`src/rtl/msfl_pkg.sv`:
```
// msfl_pkg: sizes, codes and the queued operation type of the shared-store stacks
// used by msfl_front, msfl_back, the top level and the checker
`default_nettype none

package msfl_pkg;

    localparam int NUM_STACKS = 4;
    localparam int DEPTH      = 16;

    localparam int DATA_W = 32;
    localparam int SID_W  = 2;
    localparam int IDX_W  = (DEPTH > 1) ? $clog2(DEPTH) : 1;
    // one code past the last slot is the null link
    localparam int PTR_W  = $clog2(DEPTH + 1);
    localparam int STK_W  = (NUM_STACKS > 1) ? $clog2(NUM_STACKS) : 1;

    // queue between front and back
    localparam int Q_DEPTH = 2;
    localparam int QP_W    = $clog2(Q_DEPTH);
    localparam int QC_W    = $clog2(Q_DEPTH + 1);

    localparam logic [PTR_W-1:0] NULL_LINK = PTR_W'(DEPTH);

    typedef enum logic {
        CMD_PUSH = 1'b0,
        CMD_POP  = 1'b1
    } t_cmd;

    typedef enum logic [1:0] {
        ST_OK        = 2'd0,
        ST_OVERFLOW  = 2'd1,
        ST_UNDERFLOW = 2'd2,
        ST_BAD_ID    = 2'd3
    } t_status;

    typedef enum logic [1:0] {
        KIND_PUSH = 2'd0,
        KIND_POP  = 2'd1,
        KIND_BAD  = 2'd2
    } t_kind;

    typedef struct packed {
        t_kind             kind;
        logic [STK_W-1:0]  sid;
        logic [DATA_W-1:0] value;
    } t_op;

endpackage

`default_nettype wire

```
`src/rtl/msfl_front.sv`:
```
// msfl_front: takes input words, checks the stack number and queues the operation
// depends on msfl_pkg
`default_nettype none

module msfl_front
    import msfl_pkg::*;
(
    input  wire logic                     i_clk,
    input  wire logic                     i_rst_n,
    input  wire logic                     i_in_valid,
    output logic                          o_in_ready,
    input  wire logic                     i_command,
    input  wire logic [SID_W-1:0]         i_stack_id,
    input  wire logic signed [DATA_W-1:0] i_push_value,
    output logic                          o_q_valid,
    output t_op                           o_q_op,
    input  wire logic                     i_q_ready
);

    t_op              r_q [Q_DEPTH];
    logic [QP_W-1:0]  r_wr_ptr;
    logic [QP_W-1:0]  r_rd_ptr;
    logic [QC_W-1:0]  r_cnt;
    logic [QC_W-1:0]  n_cnt;
    t_op              w_op;
    logic             w_push;
    logic             w_pop;

    always_comb begin
        w_op.sid   = STK_W'(i_stack_id);
        w_op.value = i_push_value;
        if (int'(i_stack_id) >= NUM_STACKS) begin
            w_op.kind = KIND_BAD;
        end else if (t_cmd'(i_command) == CMD_POP) begin
            w_op.kind = KIND_POP;
        end else begin
            w_op.kind = KIND_PUSH;
        end
    end

    assign o_in_ready = (r_cnt != QC_W'(Q_DEPTH));
    assign o_q_valid  = (r_cnt != '0);
    assign o_q_op     = r_q[r_rd_ptr];
    assign w_push     = i_in_valid && o_in_ready;
    assign w_pop      = o_q_valid && i_q_ready;

    always_comb begin
        n_cnt = r_cnt;
        if (w_push && !w_pop) begin
            n_cnt = r_cnt + 1'b1;
        end else if (w_pop && !w_push) begin
            n_cnt = r_cnt - 1'b1;
        end
    end

    always_ff @(posedge i_clk) begin
        if (!i_rst_n) begin
            r_wr_ptr <= '0;
            r_rd_ptr <= '0;
            r_cnt    <= '0;
        end else begin
            r_cnt <= n_cnt;
            if (w_push) begin
                r_wr_ptr <= r_wr_ptr + 1'b1;
            end
            if (w_pop) begin
                r_rd_ptr <= r_rd_ptr + 1'b1;
            end
        end
    end

    always_ff @(posedge i_clk) begin
        if (w_push) begin
            r_q[r_wr_ptr] <= w_op;
        end
    end

endmodule

`default_nettype wire

```
`src/rtl/msfl_back.sv`:
```
// msfl_back: carries out push and pop on the linked slot store and holds the result word
// depends on msfl_pkg
`default_nettype none

module msfl_back
    import msfl_pkg::*;
(
    input  wire logic                     i_clk,
    input  wire logic                     i_rst_n,
    input  wire logic                     i_q_valid,
    input  wire t_op                      i_q_op,
    output logic                          o_q_ready,
    output logic                          o_out_valid,
    input  wire logic                     i_out_ready,
    output logic [1:0]                    o_status,
    output logic signed [DATA_W-1:0]      o_popped_value
);

    logic [DATA_W-1:0] r_data [DEPTH];
    logic [PTR_W-1:0]  r_link [DEPTH];
    logic [PTR_W-1:0]  r_top  [NUM_STACKS];
    logic [PTR_W-1:0]  r_free_head;
    logic              r_out_valid;
    t_status           r_status;
    logic [DATA_W-1:0] r_popped;

    logic              w_take;
    logic [PTR_W-1:0]  w_top;
    logic [IDX_W-1:0]  w_link_addr;
    logic [PTR_W-1:0]  w_link;
    logic [DATA_W-1:0] w_data;
    logic              w_push_ok;
    logic              w_pop_ok;
    t_status           n_status;
    logic [DATA_W-1:0] n_popped;

    assign o_q_ready = !r_out_valid || i_out_ready;
    assign w_take    = i_q_valid && o_q_ready;

    // one link read per operation: free head for a push, stack top for a pop
    assign w_top       = r_top[i_q_op.sid];
    assign w_link_addr = (i_q_op.kind == KIND_PUSH) ? r_free_head[IDX_W-1:0]
                                                    : w_top[IDX_W-1:0];
    assign w_link      = r_link[w_link_addr];
    assign w_data      = r_data[w_top[IDX_W-1:0]];

    always_comb begin
        w_push_ok = 1'b0;
        w_pop_ok  = 1'b0;
        n_status  = ST_OK;
        n_popped  = '0;
        unique case (i_q_op.kind)
            KIND_PUSH: begin
                if (r_free_head >= NULL_LINK) begin
                    n_status = ST_OVERFLOW;
                end else begin
                    w_push_ok = 1'b1;
                end
            end
            KIND_POP: begin
                if (w_top >= NULL_LINK) begin
                    n_status = ST_UNDERFLOW;
                end else begin
                    w_pop_ok = 1'b1;
                    n_popped = w_data;
                end
            end
            default: begin
                n_status = ST_BAD_ID;
            end
        endcase
    end

    always_ff @(posedge i_clk) begin
        if (!i_rst_n) begin
            r_out_valid <= 1'b0;
            r_free_head <= '0;
            for (int i = 0; i < NUM_STACKS; i++) begin
                r_top[i] <= NULL_LINK;
            end
            // free list runs through every slot in order
            for (int i = 0; i < DEPTH; i++) begin
                r_link[i] <= PTR_W'(i + 1);
            end
        end else begin
            if (w_take) begin
                r_out_valid <= 1'b1;
            end else if (i_out_ready) begin
                r_out_valid <= 1'b0;
            end
            if (w_take && w_push_ok) begin
                r_free_head                    <= w_link;
                r_link[r_free_head[IDX_W-1:0]] <= w_top;
                r_top[i_q_op.sid]              <= r_free_head;
            end else if (w_take && w_pop_ok) begin
                r_top[i_q_op.sid]        <= w_link;
                r_link[w_top[IDX_W-1:0]] <= r_free_head;
                r_free_head              <= w_top;
            end
        end
    end

    always_ff @(posedge i_clk) begin
        if (w_take) begin
            r_status <= n_status;
            r_popped <= n_popped;
        end
        if (w_take && w_push_ok) begin
            r_data[r_free_head[IDX_W-1:0]] <= i_q_op.value;
        end
    end

    assign o_out_valid    = r_out_valid;
    assign o_status       = r_status;
    assign o_popped_value = r_popped;

endmodule

`default_nettype wire

```
`src/rtl/multi_stack_shared_free_list.sv`:
```
// channel | handshake              | payload
// --------+------------------------+-------------------------------------------
// in      | i_in_valid / o_in_ready | i_command, i_stack_id, i_push_value
// out     | o_out_valid / i_out_ready | o_status, o_popped_value
//
// one word per cycle sustained while the output is not stalled
// the front holds a two-word queue, the back a one-word output register
// a word passes the queue register, then the back updates the store and result word at once
// reset (synchronous, active low) empties every stack and threads all slots on the free list
// a stalled output fills the queue, after which o_in_ready drops
//
// top level of the shared-store stacks; depends on msfl_pkg, msfl_front, msfl_back
`default_nettype none

module multi_stack_shared_free_list
    import msfl_pkg::*;
(
    input  wire logic                     i_clk,
    input  wire logic                     i_rst_n,
    input  wire logic                     i_in_valid,
    output logic                          o_in_ready,
    input  wire logic                     i_command,
    input  wire logic [SID_W-1:0]         i_stack_id,
    input  wire logic signed [DATA_W-1:0] i_push_value,
    output logic                          o_out_valid,
    input  wire logic                     i_out_ready,
    output logic [1:0]                    o_status,
    output logic signed [DATA_W-1:0]      o_popped_value
);

    logic q_valid;
    logic q_ready;
    t_op  q_op;

    msfl_front u_front (
        .i_clk        (i_clk),
        .i_rst_n      (i_rst_n),
        .i_in_valid   (i_in_valid),
        .o_in_ready   (o_in_ready),
        .i_command    (i_command),
        .i_stack_id   (i_stack_id),
        .i_push_value (i_push_value),
        .o_q_valid    (q_valid),
        .o_q_op       (q_op),
        .i_q_ready    (q_ready)
    );

    msfl_back u_back (
        .i_clk          (i_clk),
        .i_rst_n        (i_rst_n),
        .i_q_valid      (q_valid),
        .i_q_op         (q_op),
        .o_q_ready      (q_ready),
        .o_out_valid    (o_out_valid),
        .i_out_ready    (i_out_ready),
        .o_status       (o_status),
        .o_popped_value (o_popped_value)
    );

endmodule

`default_nettype wire

```
`config.mk`:
```
export PLATFORM = sky130hd
export DESIGN_NAME = multi_stack_shared_free_list
export DESIGN_NICKNAME = d
export VERILOG_FILES = /design/src/rtl/msfl_pkg.sv /design/src/rtl/msfl_front.sv /design/src/rtl/msfl_back.sv /design/src/rtl/multi_stack_shared_free_list.sv
export SDC_FILE = /design/constraint.sdc
export NUM_CORES = 1
export LEC_CHECK = 0
export BUFFER_PORTS_ARGS = -buffer_cell sky130_fd_sc_hd__buf_2
export CORE_ASPECT_RATIO = 0.9
export CORE_UTILIZATION = 62
export DETAILED_ROUTE_END_ITERATION = 10
export PLACE_DENSITY = 0.79
export SETUP_SLACK_MARGIN = 0.1
export SLEW_MARGIN = 20
export SYNTH_ARGS = -nofsm -noshare
export SYNTH_HDL_FRONTEND = slang
export SYNTH_SLANG_ARGS = --single-unit
```
`constraint.sdc`:
```
create_clock -name i_clk -period 11.45 [get_ports i_clk]
set_input_delay 1.145 -clock i_clk [delete_from_list [all_inputs] [get_ports i_clk]]
set_output_delay 1.145 -clock i_clk [all_outputs]
set_load 0.02 [all_outputs]
```
==> flow_summary.yaml <==
cts:
  cts_buffer_depth: 3
  htree_levels: 3
  clk-insertion-delay-late_ns: 0.63
  cts.clk_slew.worst_paths_ns: 0.06
  hold_buffers: 0
  cts_tree: "done"
  cts_sinks: 727
  cts_root_buf: "clkbuf_16"
  cts_setup_buffers: 0
  post_cts_resized: 0
  cts_buffers: 70
yosys:
  yosys.area.top_type: "edfxtp_1"
  ys_ff_latch: 727
  ys_types: 74
  synth_flop_cell: "edfxtp_1"
  yosysSeqAreaShare: 0.728
  ys_async_sr_fraction: 0
  syn_area_per_cell_um2: 13.0
  syn_nets: 2328
  synth-edff-count: 716
  netlist_instances: 2288
  yosysWarnings: 0
  ys_top_cells_by_area: "edfxtp_1, nand2_1, nand3_1"
  synth_top_area_share: 0.720
  netlist_area_mm2: 0.0299
global_route:
  top_usage_layer: "met2"
  grt.overflow.total: 0
  grt_max_degree: 96
  grt_pass1_vias: 19100
  groute.layer.met1.usage: 0.442
  use_met3: 0.0578
  antenna_found_initial: 6
  use_met2: 0.497
  track_usage: 0.314
  grt_pass1_wl_um: 113000
hold_path:
  hold_class: "flip-flop to flip-flop"
  holdPathStages: 2
worst_setup_path:
  critPathArrivalTime_ns: 5.96
  worstRegToRegCells: 14
  end_kind: "flip-flop"
  worstPathMaxFanout: 95
  start_kind: "flip-flop"
  required_ns: 11.90
  critPathKind: "flip-flop to flip-flop"
status:
  status: "complete, no violations"
routing:
  drc_errors: 0
  first_pass_iters: 6
  via_per_inst: 6.61
  wire_per_inst_um: 25.5
  wirelength_um: 76300
  drt_iter0_drc: 2884
  ant_nets: 0
  vias: 19800
power_and_ir_drop:
  intPower_mw: 5.40
  p_switching_mw: 3.02
  cellLeakagePower_nw: 11.3
  power_mw: 8.42
  p_comb_frac: 0.315
  seqPwrFrac: 0.412
  vdd_drop_max_uv: 187
  clkPwrFrac: 0.273
  swShare: 0.358
  power.density_mw_per_mm2: 254
finish:
  syn_to_final_growth_pct: 11.1
  nets: 2369
  stdcell_area_mm2: 0.0332
  diodes: 0
  fillers: 3047
  layout-drive-gt1-share: 0.127
timing:
  finalSetupTns_ns: 0
  fin_skew_ns: 0.0213
  finalMaxSlewViolations: 0
  slew_headroom: 0.231
  finalCritPeriodShare: 0.482
  tightest_slew_ns: 1.15
  hold_viol: 0
  grt_setup_unrepaired: "false"
  fmax_mhz: 181
  setup_viol: 0
  fin_crit_ns: 5.52
placement:
  dp_hpwl_um: 40200
  dpl_cell_area_mm2: 0.0309
  place_congestion: 0.942
  numPortBuffers: 74
die:
  dieArea_mm2: 0.0490
  die_w_um: 233
  coreArea_mm2: 0.0471
  start_util: 0.634
  die_y_um: 210
  ioPinCount: 75
  fp-row-count: 75
flow_run:
  cap_viol_max_count: 0
==> per-stage QoR <==
stage / util / hold WS [ns] / setup slack (ns) / instances
after CTS: 0.704 / 0.524 / 6.01 / 2996
after detailed placement: 0.655 / 0.509 / 6.12 / 2873
final: 0.704 / 0.518 / 5.93 / 2996
after global routing: 0.704 / 0.561 / 5.67 / 2996
after global placement: 0.655 / 0.495 / 6.33 / 2873
after floorplan: - / 0.481 / 6.55 / 2288
==> sequential cells by signal, indices dropped and copies added, names as in the netlist, named ones only <==
name,flops
u_back.r_top,20
u_front.r_wr_ptr,1
u_back.o_out_valid,1
u_front.r_q,70
u_back.r_data,512
u_back.o_status,2
u_back.o_popped_value,32
u_back.r_link,80
u_back.r_free_head,5
u_front.r_cnt,2
u_front.r_rd_ptr,1
==> area by class of cell <==
class                      count  area, um2  share of cell area
sequential                   727      21700               0.655
clock inverter                35        377              0.0114
clock buffer                  88       1890              0.0571
timing repair buffer         113        663              0.0200
tap                          616        771              0.0232
multi-input combinational   1409       7700               0.232
inverter                       8       30.0            0.000906
==> power by group through the flow <==
stage / Sequential [mW] / Combinational, mW / Clock [mW]
global route: 3.48 / 2.84 / 2.40
finish: 3.47 / 2.65 / 2.30
detailed placement: 3.51 / 2.58 / 0
global placement: 3.50 / 2.49 / 0
CTS: 3.46 / 2.60 / 2.30
floorplan: 3.53 / 1.73 / 0
==> cell usage after synthesis, types with 7 or more instances <==
cell type  number
a21oi_1        28
a22oi_1        18
a311oi_1       65
a31oi_1        69
and2_1          7
and3_1         70
buf_1          16
buf_2          30
clkbuf_1       95
dfxtp_1        11
edfxtp_1      716
inv_1           7
mux2_2         40
mux2i_1        25
nand2_1       611
nand2b_1        9
nand3_1       172
nor2_1        101
nor2b_1         9
nor3_1         24
o211ai_1       10
o21ai_0        21
o22ai_1        38
==> metal layers <==
layer	share of wire	routed length, um
met2	0.48	36900
met3	0.11	8140
met1	0.38	29200
met4	0.027	2060
met5	0.00072	55
==> critical path, cell delays in order (launching register included) <==
cell	delay [ns]
dfxtp_2	0.42
buf_4	0.63
mux2i_2	0.12
buf_4	0.21
nand2_1	0.16
nor2_1	0.12
nor2_4	0.16
buf_4	0.66
buf_4	0.80
buf_4	0.89
nand2_1	0.12
and3_1	0.21
a311oi_1	0.27
a31oi_1	0.11
o22ai_1	0.29
==> cells by family (layout without fill, tap and decap cells) <==
logic type	count (synthesis)	count (layout)	share of synthesized area
AND/OR/NAND/NOR	1017	1017	0.145
multiplexers	67	67	0.0244
adder cells (fa/ha/maj)	1	1	0.000419
XOR/XNOR	4	4	0.00117
AO/OA/AOI/OAI	320	320	0.0801
flip-flops	727	727	0.728
buffers and inverters	152	244	0.0209
==> cell usage in the layout, fill, tap and decap left out, types with 10 or more instances in the layout <==
cell type / instances
edfxtp_1: 716
a21oi_1: 26
a22oi_1: 18
mux2_2: 40
dfxtp_1: 10
nor2_1: 88
nor3_1: 20
o21ai_0: 21
o22ai_1: 38
a311oi_1: 65
and3_1: 69
clkbuf_1: 13
a31oi_1: 69
buf_2: 74
clkbuf_16: 72
mux2i_1: 22
clkinv_1: 14
nor2_4: 14
buf_4: 39
nand2_1: 611
o211ai_1: 10
nand3_1: 172
==> worst paths after layout <==
kind                     from                        to  slack [ns]
max                 flip-flop  u_back.o_popped_value[2]        5.93
min          u_front.r_rd_ptr          u_front.r_rd_ptr        0.52
max reg2reg         flip-flop  u_back.o_popped_value[2]        5.93
min reg2reg  u_front.r_rd_ptr          u_front.r_rd_ptr        0.52
No activity file was read; power rests on OpenSTA's default activity.
